--- src/sv/bva_pkg.sv ---
package bva_pkg;

    localparam int unsigned OP_W  = 5;
    localparam int unsigned BUS_W = 64;

    typedef enum logic [OP_W-1:0] {
        OP_ADD  = 5'd0,
        OP_SUB  = 5'd1,
        OP_NEG  = 5'd2,
        OP_MUL  = 5'd3,
        OP_UDIV = 5'd4,
        OP_UREM = 5'd5,
        OP_AND  = 5'd6,
        OP_OR   = 5'd7,
        OP_XOR  = 5'd8,
        OP_NOT  = 5'd9,
        OP_SHL  = 5'd10,
        OP_LSHR = 5'd11,
        OP_ASHR = 5'd12,
        OP_ULT  = 5'd13,
        OP_ULE  = 5'd14,
        OP_SLT  = 5'd15,
        OP_SLE  = 5'd16,
        OP_EQ   = 5'd17
    } op_t;

    typedef struct packed {
        logic [OP_W-1:0]  operation;
        logic [BUS_W-1:0] operand_a;
        logic [BUS_W-1:0] operand_b;
    } bva_in_t;

    typedef struct packed {
        logic [BUS_W-1:0] result_value;
        logic             compare_true;
    } bva_out_t;

endpackage

--- src/sv/bva_cell.sv ---
// One stage of the pipeline. Each cell retires one quotient bit of a restoring
// division and accumulates one partial product of the multiplication, then
// hands the whole word to its right neighbor.
module bva_cell
    import bva_pkg::*;
#(
    parameter int unsigned W = 64,
    parameter int unsigned K = 0
)
(
    input  logic         clk,
    input  logic         rst_n,
    input  logic         vld_in,
    input  logic [OP_W-1:0] op_in,
    input  logic [W-1:0] a_in,
    input  logic [W-1:0] b_in,
    input  logic [W-1:0] rem_in,
    input  logic [W-1:0] quo_in,
    input  logic [W-1:0] prod_in,
    output logic         vld_out,
    output logic [OP_W-1:0] op_out,
    output logic [W-1:0] a_out,
    output logic [W-1:0] b_out,
    output logic [W-1:0] rem_out,
    output logic [W-1:0] quo_out,
    output logic [W-1:0] prod_out
);

    localparam int unsigned BIT = W - 1 - K;

    logic            vld_reg;
    logic [OP_W-1:0] op_reg;
    logic [W-1:0]    a_reg, b_reg, rem_reg, quo_reg, prod_reg;
    logic [W:0]      trial;
    logic [W:0]      diff;
    logic [W-1:0]    rem_next, quo_next, prod_next, pp;

    always_comb
    begin
        trial     = {rem_in, a_in[BIT]};
        diff      = trial - {1'b0, b_in};
        quo_next  = quo_in;
        if (!diff[W])
        begin
            rem_next      = diff[W-1:0];
            quo_next[BIT] = 1'b1;
        end
        else
        begin
            rem_next = trial[W-1:0];
        end
        pp        = b_in[K] ? (a_in << K) : '0;
        prod_next = prod_in + pp;
    end

    always_ff @(posedge clk or negedge rst_n)
    begin
        if (!rst_n)
        begin
            vld_reg <= 1'b0;
        end
        else
        begin
            vld_reg <= vld_in;
        end
    end

    always_ff @(posedge clk)
    begin
        op_reg   <= op_in;
        a_reg    <= a_in;
        b_reg    <= b_in;
        rem_reg  <= rem_next;
        quo_reg  <= quo_next;
        prod_reg <= prod_next;
    end

    assign vld_out  = vld_reg;
    assign op_out   = op_reg;
    assign a_out    = a_reg;
    assign b_out    = b_reg;
    assign rem_out  = rem_reg;
    assign quo_out  = quo_reg;
    assign prod_out = prod_reg;

endmodule

--- config.mk ---
export PLATFORM = sky130hd
export DESIGN_NAME = bva_cell
export DESIGN_NICKNAME = d
export VERILOG_FILES = /design/src/sv/bva_pkg.sv /design/src/sv/bva_cell.sv
export SDC_FILE = /design/constraint.sdc
export NUM_CORES = 1
export LEC_CHECK = 0
export ABC_AREA = 1
export BUFFER_PORTS_ARGS = -buffer_cell sky130_fd_sc_hd__buf_4
export CAP_MARGIN = 20
export CORE_ASPECT_RATIO = 0.9
export CORE_MARGIN = 2
export CORE_UTILIZATION = 25
export DETAILED_ROUTE_END_ITERATION = 8
export PLACE_DENSITY = 0.51
export SLEW_MARGIN = 20
export SYNTH_ARGS = -nofsm -noshare
export SYNTH_HDL_FRONTEND = slang
export SYNTH_SLANG_ARGS = --single-unit
--- constraint.sdc ---
create_clock -name clk -period 0.8 [get_ports clk]
set_input_delay 0.08 -clock clk [delete_from_list [all_inputs] [get_ports clk]]
set_output_delay 0.08 -clock clk [all_outputs]
set_load 0.03 [all_outputs]
==> flow_metrics.py <==
metrics = {
    "cells_and_area": {
        "n_fill_cell": 7104,
        "area_delta_synth_final_pct": 116,
        "drive_gt1_share_pct": 56.2,
        "final_nets": 5046,
        "regArea_um2": 6960,
        "n_antenna_cell": 0,
        "multiInputGateArea_um2": 15100,
        "layout_commonest_cell": "nand2_1",
        "layout_common_cells": "nand2_1, buf_4, inv_1",
    },
    "pwr": {
        "ir_drop_mv": 1.96,
        "p_sw_mw": 24.6,
        "cellLeakagePower_nw": 20.8,
        "power_frac_clock_pct": 27.8,
        "internal_power_mw": 42.5,
        "combPwrFrac_pct": 43.2,
        "p_seq_share_pct": 29.0,
        "swShare_pct": 36.7,
        "p_per_area_nw_per_um2": 1630,
    },
    "logic_synthesis": {
        "synth-compound-area-share_pct": 7.05,
        "ys.flop_type": "dfxtp_1",
        "synthMuxAreaShare_pct": 0,
        "synthArstFlopShare_pct": 0.307,
        "synth_cell_type_count": 36,
        "ys_seq_elements": 326,
        "synth_area_leaders": "dfxtp_1, nand2_1, inv_1",
        "synth_edf_count": 0,
        "synth-xor-area-share_pct": 3.03,
        "yosysWarningCount": 0,
        "synthSimpleGateAreaFrac_pct": 34.1,
        "synth_fa_ha_area_share_pct": 8.59,
        "synth_area_leader_cell": "dfxtp_1",
        "synth_top_family_by_area": "simple AND/OR/NAND/NOR gates",
        "syn-cell-area_um2": 19100,
        "ys_seq_area_share_pct": 34.2,
        "synth.net_count": 3499,
        "syn_inst": 3041,
        "synth.top_cell.area_share_pct": 34.1,
        "postSynthAreaPerCell_um2": 6.28,
    },
    "clock_network": {
        "cts_max_level": 2,
        "cts_buffers": 40,
        "root_buffer": "clkbuf_16",
        "cts_tree": "done",
        "clkTransAtPathRegs_ns": 0.06,
        "clock_sinks": 326,
        "clockBufferDepth": 3,
    },
    "global_route": {
        "grt_use_total_pct": 23.7,
        "grt_max_degree": 22,
        "grt_pass1_wl_um": 141000,
        "grt_pass1_vias": 24500,
        "overflow": 0,
        "antenna_found_initial": 2,
    },
    "floorplanning": {
        "initial_core_util_pct": 25.2,
        "io_pins": 654,
        "dieHeight_um": 266,
        "rows": 96,
        "die_x_um": 295,
        "core_um2": 75900,
        "die-area_um2": 78600,
    },
    "status": {
        "violations": "negative hold slack, negative setup slack",
        "status": "finished, violations left",
    },
    "worst_hold_path": {
        "min_from": "a_in[24]",
        "min_path_type": "input pin to flop",
    },
    "timing": {
        "final.period_utilization_pct": 205,
        "fin_crit_ns": 1.64,
        "rsz0062_at_grt": "true",
        "hold_viol": 47,
        "fin_hold_ws_ns": -0.402,
        "tightestPinTransition_ns": 0.459,
        "setup_tns_ns": -193.12,
        "timing.fmax_mhz": 609,
        "postLayoutSetupSlackWorst_ns": -0.843,
        "relSlewSlack_pct": 69.3,
        "setup_viol": 452,
        "slew_viol_final": 0,
    },
    "route": {
        "vias_per_cell": 4.32,
        "vias": 24400,
        "wl_per_cell_um": 17.9,
        "wirelength_um": 101000,
        "drt_pass1_iterations": 5,
        "drt-initial-drc-count": 1200,
        "ant_nets": 0,
        "route.detailed.drc": 0,
    },
    "setup_path": {
        "crit_start": "b_in[0]",
        "cp.arrival_ns": 2.16,
        "worstPathMaxFanout": 8,
        "critPathLaunchType": "input pin",
        "crit_type": "input pin to flop",
        "cp.required_ns": 1.32,
        "cp-end-kind": "flop",
    },
    "placement": {
        "portBuffers": 653,
        "routabilityCongestion": 0.950,
        "dp_hpwl_um": 76700,
    },
    "run": {
        "maxCapViolations": 0,
    },
}
[cells by family (layout without fill, tap and decap cells)]
| group | after synthesis | count (layout) |
|---|---|---|
| and+or+nand+nor | 1625 | 1626 |
| adders and majority gates | 130 | 130 |
| xor gates and xnor gates | 66 | 66 |
| buffers and inverters | 641 | 2218 |
| DFF | 326 | 326 |
| AOI/OAI and AO/OA | 253 | 253 |
[what timing repair did]
| item | CTS | global route |
|---|---|---|
| resized for setup | 454 | 1234 |
| endpoints found under the setup margin | 453 | 454 |
| cloned | 10 | 12 |
| pin swaps | 170 | 203 |
| hold buffers | 252 | 4 |
| hold endpoints to repair | 306 | 49 |
| buffers inserted | 49 | 43 |
[power groups by stage]
stage | logic, mW | registers, mW | clock network (mW)
floorplan | 7.86 | 22.5 | 0
global placement | 22.1 | 19.1 | 0
detailed placement | 22.1 | 19.1 | 0
CTS | 25.1 | 18.8 | 19.1
global route | 30.8 | 19.6 | 19.8
finish | 29.0 | 19.5 | 18.6
[final cells by class]
type	count	share of cell area (%)
timing repair buffer	1524	34.5
inverter	621	5.74
clock inverter	18	0.477
clock buffer	55	2.71
multi-input combinational	2075	36.6
sequential	326	16.9
tap	1029	3.12
[flip-flops by register name, indices dropped and copies added (netlist names)]
| name | count |
|---|---|
| a_out | 64 |
| b_out | 64 |
| prod_out | 64 |
| quo_out | 64 |
| rem_out | 64 |
| op_out | 5 |
| vld_out | 1 |
[routing by layer]
layer | vias up | share of wire (%) | track usage [%]
met1 | 11300 | 40 | 28.8
met5 | - | 0 | 0
met4 | 0 | 3.5 | 6.32
met3 | 156 | 5.5 | 3.66
met2 | 653 | 50 | 43.2
li1 | 12300 | - | -
[critical path: stages]
cell     delay, ns
buf_16        0.13
ha_4          0.18
fa_2          0.36
inv_2         0.07
nand2_2       0.05
nand2_2       0.06
nand3_2       0.06
nand2_2       0.09
nand2_2       0.07
nand2_4       0.09
nand2_4       0.05
nand2_4       0.07
nand2_4       0.08
nand2_4       0.09
nand2_4       0.07
nand2_8       0.11
buf_12        0.14
buf_12        0.16
nand2_2       0.05
nand2_1       0.07
[Yosys cell counts, types with 4 or more instances]
master,instances
nand2_1,1137
inv_1,616
dfxtp_1,325
nor2_1,261
a21oi_1,153
ha_1,128
nand3_1,117
o21ai_0,68
xor2_1,63
nand4_1,30
nand2_2,26
nor3_1,24
o21bai_1,21
nor2_2,9
clkbuf_1,7
nor4_1,6
a21o_1,4
buf_2,4
inv_2,4
nand3b_1,4
or2_2,4
[per-stage QoR]
| stage | setup WS (ns) | util (%) | total power, mW | instances | cell area [um^2] |
|---|---|---|---|---|---|
| 2_1_floorplan | -1.10 | - | 30.3 | 3041 | 20700 |
| 3_3_place_gp | -1.62 | 40.3 | 41.2 | 5216 | 30600 |
| 3_5_place_dp | -1.60 | 40.3 | 41.1 | 5216 | 30600 |
| 4_1_cts | -0.764 | 48.3 | 63.0 | 5598 | 36700 |
| 5_1_grt | -0.907 | 54.3 | 70.2 | 5648 | 41200 |
| 6_report | -0.843 | 54.3 | 67.2 | 5648 | 41200 |
[worst paths after layout]
kind / to / slack [ns] / cells past startpoint
max in group asynchronous: vld_out$_DFF_PN0_ / 0.32 / 3
min in group asynchronous: vld_out$_DFF_PN0_ / 0.36 / 3
hold / removal: a_out[24]$_DFF_P_ / -0.40 / 1
setup / recovery: rem_out[0]$_DFF_P_ / -0.84 / 20
Note: power is estimated with default switching activity, not from simulation.
